File: src/sv/nps_pkg.sv
// ----------------------------------------------------------------------------
// nps_pkg
// Shared types and constants for the non-preemptive priority scheduler.
// ----------------------------------------------------------------------------
package nps_pkg;

    localparam int unsigned MAX_PROCS_DEF = 16;

    localparam logic [7:0] SWITCH_COST_RST = 8'd1;

    localparam int unsigned PADDR_W = 3;
    localparam logic [PADDR_W-1:0] ADDR_SWITCH_COST = 3'd0;

    typedef struct packed {
        logic [15:0] process_id;
        logic [7:0]  prio_level;
        logic [15:0] burst_length;
        logic [15:0] arrival_time;
        logic        load_last;
    } t_in_item;

    typedef struct packed {
        logic [15:0] sched_id;
        logic [31:0] start_time;
        logic [31:0] wait_time;
        logic [31:0] finish_time;
        logic        sched_last;
    } t_out_item;

    typedef struct packed {
        logic [15:0] id;
        logic [7:0]  prio;
        logic [15:0] burst;
        logic [15:0] arrival;
    } t_entry;

    typedef struct packed {
        logic     valid;
        t_in_item item;
    } t_queue_head;

endpackage

File: src/sv/nps_front.sv
// ----------------------------------------------------------------------------
// nps_front
// Two-entry input queue that takes load transactions and hands them to the
// scheduler core, so that loading can proceed while the core is busy.
// ----------------------------------------------------------------------------
module nps_front
    import nps_pkg::*;
(
    input  logic        i_clk,
    input  logic        i_rst_n,
    input  logic        i_in_valid,
    output logic        o_in_ready,
    input  t_in_item    i_in_data,
    output t_queue_head o_head,
    input  logic        i_pop
);

    t_in_item   r_slot [2];
    logic       r_wp;
    logic       r_rp;
    logic [1:0] r_cnt;
    logic       push;
    logic       pop;

    assign o_in_ready   = (r_cnt != 2'd2);
    assign o_head.valid = (r_cnt != 2'd0);
    assign o_head.item  = r_slot[r_rp];

    assign push = i_in_valid && o_in_ready;
    assign pop  = o_head.valid && i_pop;

    always_ff @(posedge i_clk) begin
        if (!i_rst_n) begin
            r_wp  <= 1'b0;
            r_rp  <= 1'b0;
            r_cnt <= 2'd0;
        end else begin
            if (push) begin
                r_wp <= ~r_wp;
            end
            if (pop) begin
                r_rp <= ~r_rp;
            end
            unique case ({push, pop})
                2'b10:   r_cnt <= r_cnt + 2'd1;
                2'b01:   r_cnt <= r_cnt - 2'd1;
                default: r_cnt <= r_cnt;
            endcase
        end
    end

    always_ff @(posedge i_clk) begin
        if (push) begin
            r_slot[r_wp] <= i_in_data;
        end
    end

endmodule

File: src/sv/nps_sched.sv
// ----------------------------------------------------------------------------
// nps_sched
// Scheduler core: stores the process table, scans it for each decision
// (once more when nothing has arrived yet) and emits one result
// transaction per scheduled process through an output register.
// ----------------------------------------------------------------------------
module nps_sched
    import nps_pkg::*;
#(
    parameter int unsigned MAX_PROCS = MAX_PROCS_DEF
) (
    input  logic        i_clk,
    input  logic        i_rst_n,
    input  t_queue_head i_head,
    output logic        o_pop,
    input  logic [7:0]  i_switch_cost,
    output logic        o_out_valid,
    input  logic        i_out_ready,
    output t_out_item   o_out_data
);

    localparam int unsigned IW = (MAX_PROCS > 1) ? $clog2(MAX_PROCS) : 1;
    localparam int unsigned CW = $clog2(MAX_PROCS + 1);
    localparam logic [CW-1:0] COUNT_FULL = CW'(MAX_PROCS);

    localparam logic [1:0] S_IDLE   = 2'd0;
    localparam logic [1:0] S_SCAN   = 2'd1;
    localparam logic [1:0] S_DECIDE = 2'd2;
    localparam logic [1:0] S_EMIT   = 2'd3;

    function automatic logic [31:0] sat_add(input logic [31:0] a, input logic [31:0] b);
        logic [32:0] s;
        s = {1'b0, a} + {1'b0, b};
        sat_add = s[32] ? 32'hFFFF_FFFF : s[31:0];
    endfunction

    t_entry                 r_mem [MAX_PROCS];
    t_entry                 r_rd;
    logic [1:0]             r_state;
    logic [MAX_PROCS-1:0]   r_pend;
    logic [CW-1:0]          r_count;
    logic [CW-1:0]          r_remain;
    logic [CW-1:0]          r_issue;
    logic                   r_chk_v;
    logic [IW-1:0]          r_chk_idx;
    logic [31:0]            r_clock;
    logic [15:0]            r_earliest;
    logic                   r_found;
    logic [IW-1:0]          r_bidx;
    logic [15:0]            r_bid;
    logic [7:0]             r_bprio;
    logic [15:0]            r_bburst;
    logic [15:0]            r_barr;
    logic [31:0]            r_start;
    logic                   r_out_valid;
    t_out_item              r_out;

    logic                   mem_we;
    logic                   take;
    logic                   better;
    logic                   scan_done;
    logic                   out_free;
    logic                   emit;
    logic [31:0]            finish;

    assign o_pop       = (r_state == S_IDLE);
    assign mem_we      = (r_state == S_IDLE) && i_head.valid && (r_count < COUNT_FULL);
    assign o_out_valid = r_out_valid;
    assign o_out_data  = r_out;
    assign out_free    = !r_out_valid || i_out_ready;
    assign emit        = (r_state == S_EMIT) && out_free;
    assign finish      = sat_add(r_start, {16'd0, r_bburst});

    assign take      = r_chk_v && r_pend[r_chk_idx];
    assign better    = !r_found || (r_rd.prio > r_bprio) ||
                       ((r_rd.prio == r_bprio) && (r_rd.arrival < r_barr));
    assign scan_done = (r_issue == r_count) && !r_chk_v;

    always_ff @(posedge i_clk) begin
        if (mem_we) begin
            r_mem[r_count[IW-1:0]] <= '{id:      i_head.item.process_id,
                                       prio:    i_head.item.prio_level,
                                       burst:   i_head.item.burst_length,
                                       arrival: i_head.item.arrival_time};
        end
        r_rd <= r_mem[r_issue[IW-1:0]];
    end

    always_ff @(posedge i_clk) begin
        if (!i_rst_n) begin
            r_state     <= S_IDLE;
            r_pend      <= '0;
            r_count     <= '0;
            r_remain    <= '0;
            r_issue     <= '0;
            r_chk_v     <= 1'b0;
            r_chk_idx   <= '0;
            r_clock     <= '0;
            r_earliest  <= 16'hFFFF;
            r_found     <= 1'b0;
            r_out_valid <= 1'b0;
        end else begin
            if (emit) begin
                r_out_valid <= 1'b1;
            end else if (i_out_ready) begin
                r_out_valid <= 1'b0;
            end
            unique case (r_state)
                S_IDLE: begin
                    if (i_head.valid) begin
                        if (mem_we) begin
                            r_pend[r_count[IW-1:0]] <= 1'b1;
                            r_count                 <= r_count + 1'b1;
                        end
                        if (i_head.item.load_last) begin
                            r_remain   <= mem_we ? r_count + 1'b1 : r_count;
                            r_issue    <= '0;
                            r_chk_v    <= 1'b0;
                            r_found    <= 1'b0;
                            r_earliest <= 16'hFFFF;
                            r_state    <= S_SCAN;
                        end
                    end
                end
                S_SCAN: begin
                    if (r_issue != r_count) begin
                        r_chk_idx <= r_issue[IW-1:0];
                        r_issue   <= r_issue + 1'b1;
                        r_chk_v   <= 1'b1;
                    end else begin
                        r_chk_v <= 1'b0;
                    end
                    if (take) begin
                        if (r_rd.arrival < r_earliest) begin
                            r_earliest <= r_rd.arrival;
                        end
                        if (({16'd0, r_rd.arrival} <= r_clock) && better) begin
                            r_found  <= 1'b1;
                            r_bidx   <= r_chk_idx;
                            r_bid    <= r_rd.id;
                            r_bprio  <= r_rd.prio;
                            r_bburst <= r_rd.burst;
                            r_barr   <= r_rd.arrival;
                        end
                    end
                    if (scan_done) begin
                        r_state <= (r_remain == '0) ? S_IDLE : S_DECIDE;
                    end
                end
                S_DECIDE: begin
                    if (r_found) begin
                        r_start <= sat_add(r_clock, {24'd0, i_switch_cost});
                        r_state <= S_EMIT;
                    end else begin
                        r_clock    <= {16'd0, r_earliest};
                        r_issue    <= '0;
                        r_earliest <= 16'hFFFF;
                        r_state    <= S_SCAN;
                    end
                end
                S_EMIT: begin
                    if (out_free) begin
                        r_out.sched_id    <= r_bid;
                        r_out.start_time  <= r_start;
                        r_out.wait_time   <= r_start - {16'd0, r_barr};
                        r_out.finish_time <= finish;
                        r_out.sched_last  <= (r_remain == CW'(1));
                        r_remain          <= r_remain - 1'b1;
                        r_found           <= 1'b0;
                        r_issue           <= '0;
                        r_earliest        <= 16'hFFFF;
                        if (r_remain == CW'(1)) begin
                            r_pend  <= '0;
                            r_count <= '0;
                            r_clock <= '0;
                            r_state <= S_IDLE;
                        end else begin
                            r_pend[r_bidx] <= 1'b0;
                            r_clock        <= finish;
                            r_state        <= S_SCAN;
                        end
                    end
                end
                default: begin
                    r_state <= S_IDLE;
                end
            endcase
        end
    end

endmodule

File: src/sv/nonpreemptive_priority_scheduler.sv
// ----------------------------------------------------------------------------
// nonpreemptive_priority_scheduler
// Processes are loaded into the core through a two-entry queue. Each
// scheduling decision scans the loaded table, then computes and registers
// the result; a decision that finds nothing ready costs one more scan.
// Reset is synchronous and active low; it empties the table and sets
// switch_cost to 1.
// ----------------------------------------------------------------------------
module nonpreemptive_priority_scheduler
    import nps_pkg::*;
#(
    parameter int unsigned MAX_PROCS = MAX_PROCS_DEF
) (
    input  logic               i_clk,
    input  logic               i_rst_n,
    input  logic               i_in_valid,
    output logic               o_in_ready,
    input  t_in_item           i_in_data,
    output logic               o_out_valid,
    input  logic               i_out_ready,
    output t_out_item          o_out_data,
    input  logic               psel,
    input  logic               penable,
    input  logic               pwrite,
    input  logic [PADDR_W-1:0] paddr,
    input  logic [31:0]        pwdata,
    output logic [31:0]        prdata,
    output logic               pready
);

    logic [7:0]  r_switch_cost;
    t_queue_head head;
    logic        pop;

    assign pready = 1'b1;
    assign prdata = (paddr == ADDR_SWITCH_COST) ? {24'd0, r_switch_cost} : 32'd0;

    always_ff @(posedge i_clk) begin
        if (!i_rst_n) begin
            r_switch_cost <= SWITCH_COST_RST;
        end else if (psel && penable && pwrite && pready &&
                     (paddr[PADDR_W-1:2] == ADDR_SWITCH_COST[PADDR_W-1:2])) begin
            r_switch_cost <= pwdata[7:0];
        end
    end

    nps_front u_front (
        .i_clk      (i_clk),
        .i_rst_n    (i_rst_n),
        .i_in_valid (i_in_valid),
        .o_in_ready (o_in_ready),
        .i_in_data  (i_in_data),
        .o_head     (head),
        .i_pop      (pop)
    );

    nps_sched #(
        .MAX_PROCS (MAX_PROCS)
    ) u_sched (
        .i_clk         (i_clk),
        .i_rst_n       (i_rst_n),
        .i_head        (head),
        .o_pop         (pop),
        .i_switch_cost (r_switch_cost),
        .o_out_valid   (o_out_valid),
        .i_out_ready   (i_out_ready),
        .o_out_data    (o_out_data)
    );

endmodule
File: config.mk
export PLATFORM = sky130hd
export DESIGN_NAME = nonpreemptive_priority_scheduler
export DESIGN_NICKNAME = d
export VERILOG_FILES = /design/src/sv/nps_pkg.sv /design/src/sv/nps_front.sv /design/src/sv/nps_sched.sv /design/src/sv/nonpreemptive_priority_scheduler.sv
export SDC_FILE = /design/constraint.sdc
export NUM_CORES = 2
export LEC_CHECK = 0
export BUFFER_PORTS_ARGS = -buffer_cell sky130_fd_sc_hd__buf_4
export CAP_MARGIN = 20
export CORE_UTILIZATION = 52
export DETAILED_ROUTE_END_ITERATION = 16
export PLACE_DENSITY = 0.72
export SLEW_MARGIN = 15
export SYNTH_ARGS = -nofsm -noshare
export SYNTH_HDL_FRONTEND = slang
export SYNTH_SLANG_ARGS = --single-unit
File: constraint.sdc
create_clock -name i_clk -period 7.1 [get_ports i_clk]
set_input_delay 1.42 -clock i_clk [delete_from_list [all_inputs] [get_ports i_clk]]
set_output_delay 1.42 -clock i_clk [all_outputs]
set_load 0.02 [all_outputs]
## Word level (Yosys, flattened, before mapping)

Memories as Yosys holds them, arrays and structs flattened. A register that Yosys moved wholly into a read port is not among the register bits.
Cells that the tools add are included.

| operators by class | value |
|---|---|
| divide/modulo/power cells | 0 |
| $mul | 0 |
| equality and inequality tests | 21 |
| shift operators | 0 |
| add/sub/neg operators | 8 |
| bitwise operators | 6 |
| order comparisons | 10 |
| multiplexer cells | 64 |
| reductions and logical operators | 42 |

Operators by type and width:

| cell | count |
|---|---|
| $mux 16 | 10 |
| $mux 32 | 4 |
| $pmux 16 s4 | 1 |
| $pmux 32 s2 | 1 |
| $mux 5 | 12 |
| $add 32x16->33 | 1 |
| $add 32x8->33 | 1 |
| $le 16x32->1 | 1 |
| $lt 16x16->1 | 2 |
| $pmux 16 s2 | 1 |
| $sub 32x16->32 | 1 |
| $pmux 5 s2 | 2 |
| $pmux 5 s4 | 1 |
| $reduce_and 4->1 | 5 |
| $mux 1 | 18 |
| $and 16x16->16 | 1 |
| $ne 2x1->1 const B | 8 |
| $not 16->16 | 1 |
| $or 16x16->16 | 1 |
| $lt 4x5->1 const B | 3 |
| $logic_and 1x1->1 | 13 |
| $mux 2 | 6 |
| $reduce_and 3->1 | 4 |
| $reduce_and 6->1 | 2 |
| other kinds (31) | 51 |

| storage, ports and cells | value |
|---|---|
| bits in read-only memories | 0 |
| memories kept | 2 |
| word-level logic and storage cells | 179 |
| output and inout port bits | 148 |
| bits of input ports | 99 |
| register bits after elaboration | 305 |
| latch bits | 0 |
| RAM bits | 1010 |

Memories:

| memory | words | width | rd ports | clocked after Yosys merged registers in | wr ports | line | source |
|---|---|---|---|---|---|---|---|
| u_sched.r_mem | 16 | 56 | 1 | 1 | 1 | nps_sched.sv:37 | `t_entry r_mem [MAX_PROCS];` |
| u_front.r_slot | 2 | 57 | 1 | 1 | 1 | nps_front.sv:18 | `t_in_item r_slot [2];` |

## Depth between registers and ports, before layout

| logic depth | value |
|---|---|
| depth in word-level cells | 9 |
| depth in mapped cells | 10 |
| depth with buffers taken out | 10 |

## Hierarchy

Synthesis repeated with hierarchy kept, for this count alone.

| second synthesis, totals | value |
|---|---|
| cell total of the unflattened synthesis | 3032 |
| area, all modules | 54850.1 µm² |

By module, submodules not included:

| module | cells each | times used | area an instance (µm²) | sequential area each (µm²) |
|---|---|---|---|---|
| nps_sched | 2760 | 1 | 49924.1 | 35944.5 |
| nps_front | 201 | 1 | 4337.9 | 3523.4 |
| nonpreemptive_priority_scheduler | 71 | 1 | 588.1 | 160.2 |

## Worst setup path after synthesis

Ideal clock, no wire load.

| path | value |
|---|---|
| path kind | input -> register |
| from | input port i_rst_n |
| to | register u_sched.r_out, in the netlist u_sched.o_out_data[0], enable pin |
| path buffers | 3 |
| stages | 5 |
| arrival | 6.816 ns |
| slack | -0.303 ns |
| data required time | 6.514 ns |
| library setup time | 0.586 ns |
| cells stage by stage | clkbuf_1 > inv_1 > clkbuf_1 > buf_1 > nor2_1 |

| between the ends | value |
|---|---|
| word-level cells in the longest chain between the ends | 1 |

Ends and longest elaborated chain:

| element | line | source |
|---|---|---|
| from (decl) | nonpreemptive_priority_scheduler.sv:15 | `input logic i_rst_n,` |
| $reduce_and 3->1 (no source line) | n/a |  |
| to (decl) | nps_sched.sv:56 | `t_out_item r_out;` |

No other way between the ends.
A chain may end at the register's enable or synchronous reset.

## Worst setup path after layout

| path | value |
|---|---|
| from | register u_sched.r_chk_idx[1] |
| to | register u_sched.r_bid[5], enable pin |

| between the ends | value |
|---|---|
| word-level cells in the longest chain between the ends | 4 |

Ends and longest elaborated chain:

| element | line | source |
|---|---|---|
| from (decl) | nps_sched.sv:45 | `logic [IW-1:0] r_chk_idx;` |
| from (signal assigned) | nps_sched.sv:127 | `r_chk_idx <= r_issue[IW-1:0];` |
| $bmux 1 s4 | nps_sched.sv:74 | `assign take = r_chk_v && r_pend[r_chk_idx];` |
| $mux 1 (implied by the code) | nps_sched.sv:74 |  |
| $logic_and 1x1->1 | nps_sched.sv:74 |  |
| $reduce_and 4->1 (no source line) | n/a |  |
| to (signal assigned) | nps_sched.sv:140 | `r_bid <= r_rd.id;` |
| to (decl) | nps_sched.sv:50 | `logic [15:0] r_bid;` |

No other way between the ends. The select of a mux whose other input is x is not followed.

==> flow_summary.json <==
{
  "wl_per_cell_um": 25.9,
  "synth_area_mm2": 0.0543,
  "vias": 28244,
  "leakagePower_nw": 20.6,
  "synth_edf_count": 1215,
  "highest_layer": "met5",
  "yosys_warnings": 0,
  "drc": 0,
  "row_count": 118,
  "wl_met2_um": 62600,
  "met3_length_um": 8280,
  "ir_drop_mv": 0.240,
  "maxCapViolCount": 0,
  "die_x_um": 325,
  "fin_crit_ns": 3.84,
  "critPathBufInv": 1,
  "cts_setup_buffers": 0,
  "cts_tree": "built",
  "drtAntennaViolNets": 0,
  "outcome": "finished clean",
  "io_pins": 247,
  "final_cell_mix": "edfxtp_1 (1215), mux4_2 (282), buf_4 (232), nand2_1 (155), dfxtp_1 (152)",
  "p_per_area_mw_per_mm2": 315,
  "critPathSlowestCell": "and3_2",
  "core-area_mm2": 0.103,
  "synthFlopType": "edfxtp_1",
  "drt_iter0_drc": 2649,
  "numCtsBuffers": 137,
  "overflow": 0,
  "clockRootBuffer": "clkbuf_16",
  "worstMarginPinSlew_ns": 1.11,
  "drive_gt1_frac": 0.247,
  "crit_top_cell": "a2111oi_0",
  "clk-insertion-delay-late_ns": 0.75,
  "die_h_um": 325,
  "tns_ns": 0,
  "crit_fanout": 35,
  "synthArstFlopShare": 0,
  "cp_num_cells": 6,
  "viasPerCell": 6.00,
  "ys_ff_latch": 1372,
  "power_w": 0.0195,
  "reg2regPathDepth": 6,
  "fin_util": 0.599,
  "cp-end-kind": "flip-flop",
  "crit_family": "compound AO/OA/AOI/OAI gates",
  "seq_area_frac_synth": 0.730,
  "rsz0062_at_grt": "false",
  "synth_top_cell_area_share": 0.672,
  "cts_htree_levels": 4,
  "syn_area_per_cell_um2": 18.4,
  "worst_clock_skew_ns": 0.0292,
  "worst_ep_arrival_time_ns": 4.22,
  "firstDrtPassIters": 5,
  "worstPathCellList": "a2111oi_0 > a311oi_1 > a41oi_1 > a2111oi_0 > and3_2 > buf_4",
  "min_path_cells": 0,
  "grt_max_degree": 107,
  "wl_um": 122000,
  "finalCritPeriodShare": 0.541,
  "syn2layout_area_growth_pct": 14.1,
  "ys_top_cells_by_area": "edfxtp_1 (67%), mux4_2 (12%), dfxtp_1 (5.8%)",
  "setup_violations": 0,
  "hold_class": "flip-flop to flip-flop",
  "wl_met1_um": 47000,
  "grtUsageTotal": 0.232,
  "slew_headroom": 0.261,
  "grt_pass1_wl_um": 181000,
  "worstSetupPathType": "flip-flop to flip-flop",
  "start_kind": "flip-flop",
  "synth_top_area_cell": "edfxtp_1",
  "cpPeakStageDelay_ns": 0.92,
  "antenna_found_initial": 3,
  "clkSlewWorstSetupHoldPaths_ns": 0.06,
  "dp_hpwl_um": 70500,
  "die_area_mm2": 0.106,
  "syn_inst": 2957,
  "buffer_ports.inserted": 197,
  "cts_buffer_depth": 3,
  "postCtsHoldBufs": 0,
  "final_nets": 3417,
  "finalMaxSlewViolations": 0,
  "ys_types": 70,
  "max_freq_mhz": 260,
  "finalHoldViolCount": 0,
  "grt_pass1_vias": 28823,
  "cp.required_ns": 7.48,
  "final_common_cell": "edfxtp_1",
  "cts_resized": 0,
  "initial_core_util": 0.525,
  "routabilityCongestion": 0.912,
  "cts_sinks": 1372
}
[logic make-up after synthesis]
| logic type | Yosys count | synth area share |
|---|---|---|
| buf+inv | 243 | 0.0189 |
| other cells | 2 | 0.000138 |
| mux | 368 | 0.134 |
| compound gates | 331 | 0.0391 |
| xor+xnor | 84 | 0.0135 |
| simple gates | 452 | 0.0397 |
| flops | 1372 | 0.730 |
| fa+ha+maj | 105 | 0.0246 |
[registers in the layout, indices dropped and copies added (netlist names), 5 cells and up, named ones only]
signal and count:
u_sched.r_remain 5, u_front.r_slot 114, u_sched.r_start 32, u_sched.r_bprio 8, u_sched.r_earliest 16, u_sched.r_pend 16, u_sched.o_out_data 113, u_sched.r_mem 896
u_sched.r_barr 16, u_sched.r_count 5, u_sched.r_issue 5, u_sched.r_rd 56, u_sched.r_clock 32, u_sched.r_bburst 16, u_sched.r_bid 16, r_switch_cost 8
[worst paths after layout]
kind	start	endpoint	slack, ns
setup / recovery	u_sched.r_chk_idx[1]	u_sched.r_bid[5]	3.26
hold / removal	u_sched.r_rd[45]	u_sched.r_bid[5]	0.40
setup reg to reg	u_sched.r_chk_idx[1]	u_sched.r_bid[5]	3.26
hold reg to reg	u_sched.r_rd[45]	u_sched.r_bid[5]	0.40
[Yosys cell counts, types with 12 or more instances]
cell type / instances
mux2_2: 60
mux4_2: 282
nand4_1: 19
xnor2_1: 56
nor3_1: 25
and3_1: 16
xor2_1: 28
buf_1: 36
buf_4: 25
a21oi_1: 106
a31oi_1: 13
o21ai_0: 70
o21a_1: 17
nand2_1: 155
nor2b_1: 18
edfxtp_1: 1215
o211ai_1: 19
nand3_1: 32
and2_1: 21
mux2i_1: 26
nor2_1: 105
clkbuf_1: 69
a22oi_1: 12
dfxtp_1: 157
ha_1: 102
inv_1: 100
nand2b_1: 20
[per-stage QoR]
step | hold WS [ns] | instance area [µm²] | instances | setup slack [ns]
floorplan | 0.386 | 54400 | 2980 | 1.61
global placement | 0.386 | 57300 | 4453 | 2.98
detailed placement | 0.389 | 57400 | 4454 | 2.92
CTS | 0.403 | 61900 | 4705 | 3.25
global route | 0.406 | 61900 | 4705 | 3.11
finish | 0.403 | 61900 | 4706 | 3.26
[where the power goes]
group / switching (W) / internal, W / total, W
combinational: 0.00133 / 0.000852 / 0.00218
clock: 0.00303 / 0.00423 / 0.00726
sequential: 0.000289 / 0.00981 / 0.0101
total: 0.00465 / 0.0149 / 0.0195
[layer usage]
metal	vias up	GRT usage
met5	-	0
met4	2	0.0835
met3	243	0.0398
met2	1247	0.399
met1	14517	0.296
li1	12235	-
[final cells by class]
type | instances | area, µm²
diodes | 1 | 2.50
clock buffers | 188 | 3840
clock inverters | 63 | 761
fillers | 7277 | 41500
inverters | 100 | 375
multi-input cells | 1365 | 13800
flip-flops and latches | 1372 | 39600
well taps | 1380 | 1730
repair buffers | 237 | 1840
No activity file was read; power rests on OpenSTA's default activity.
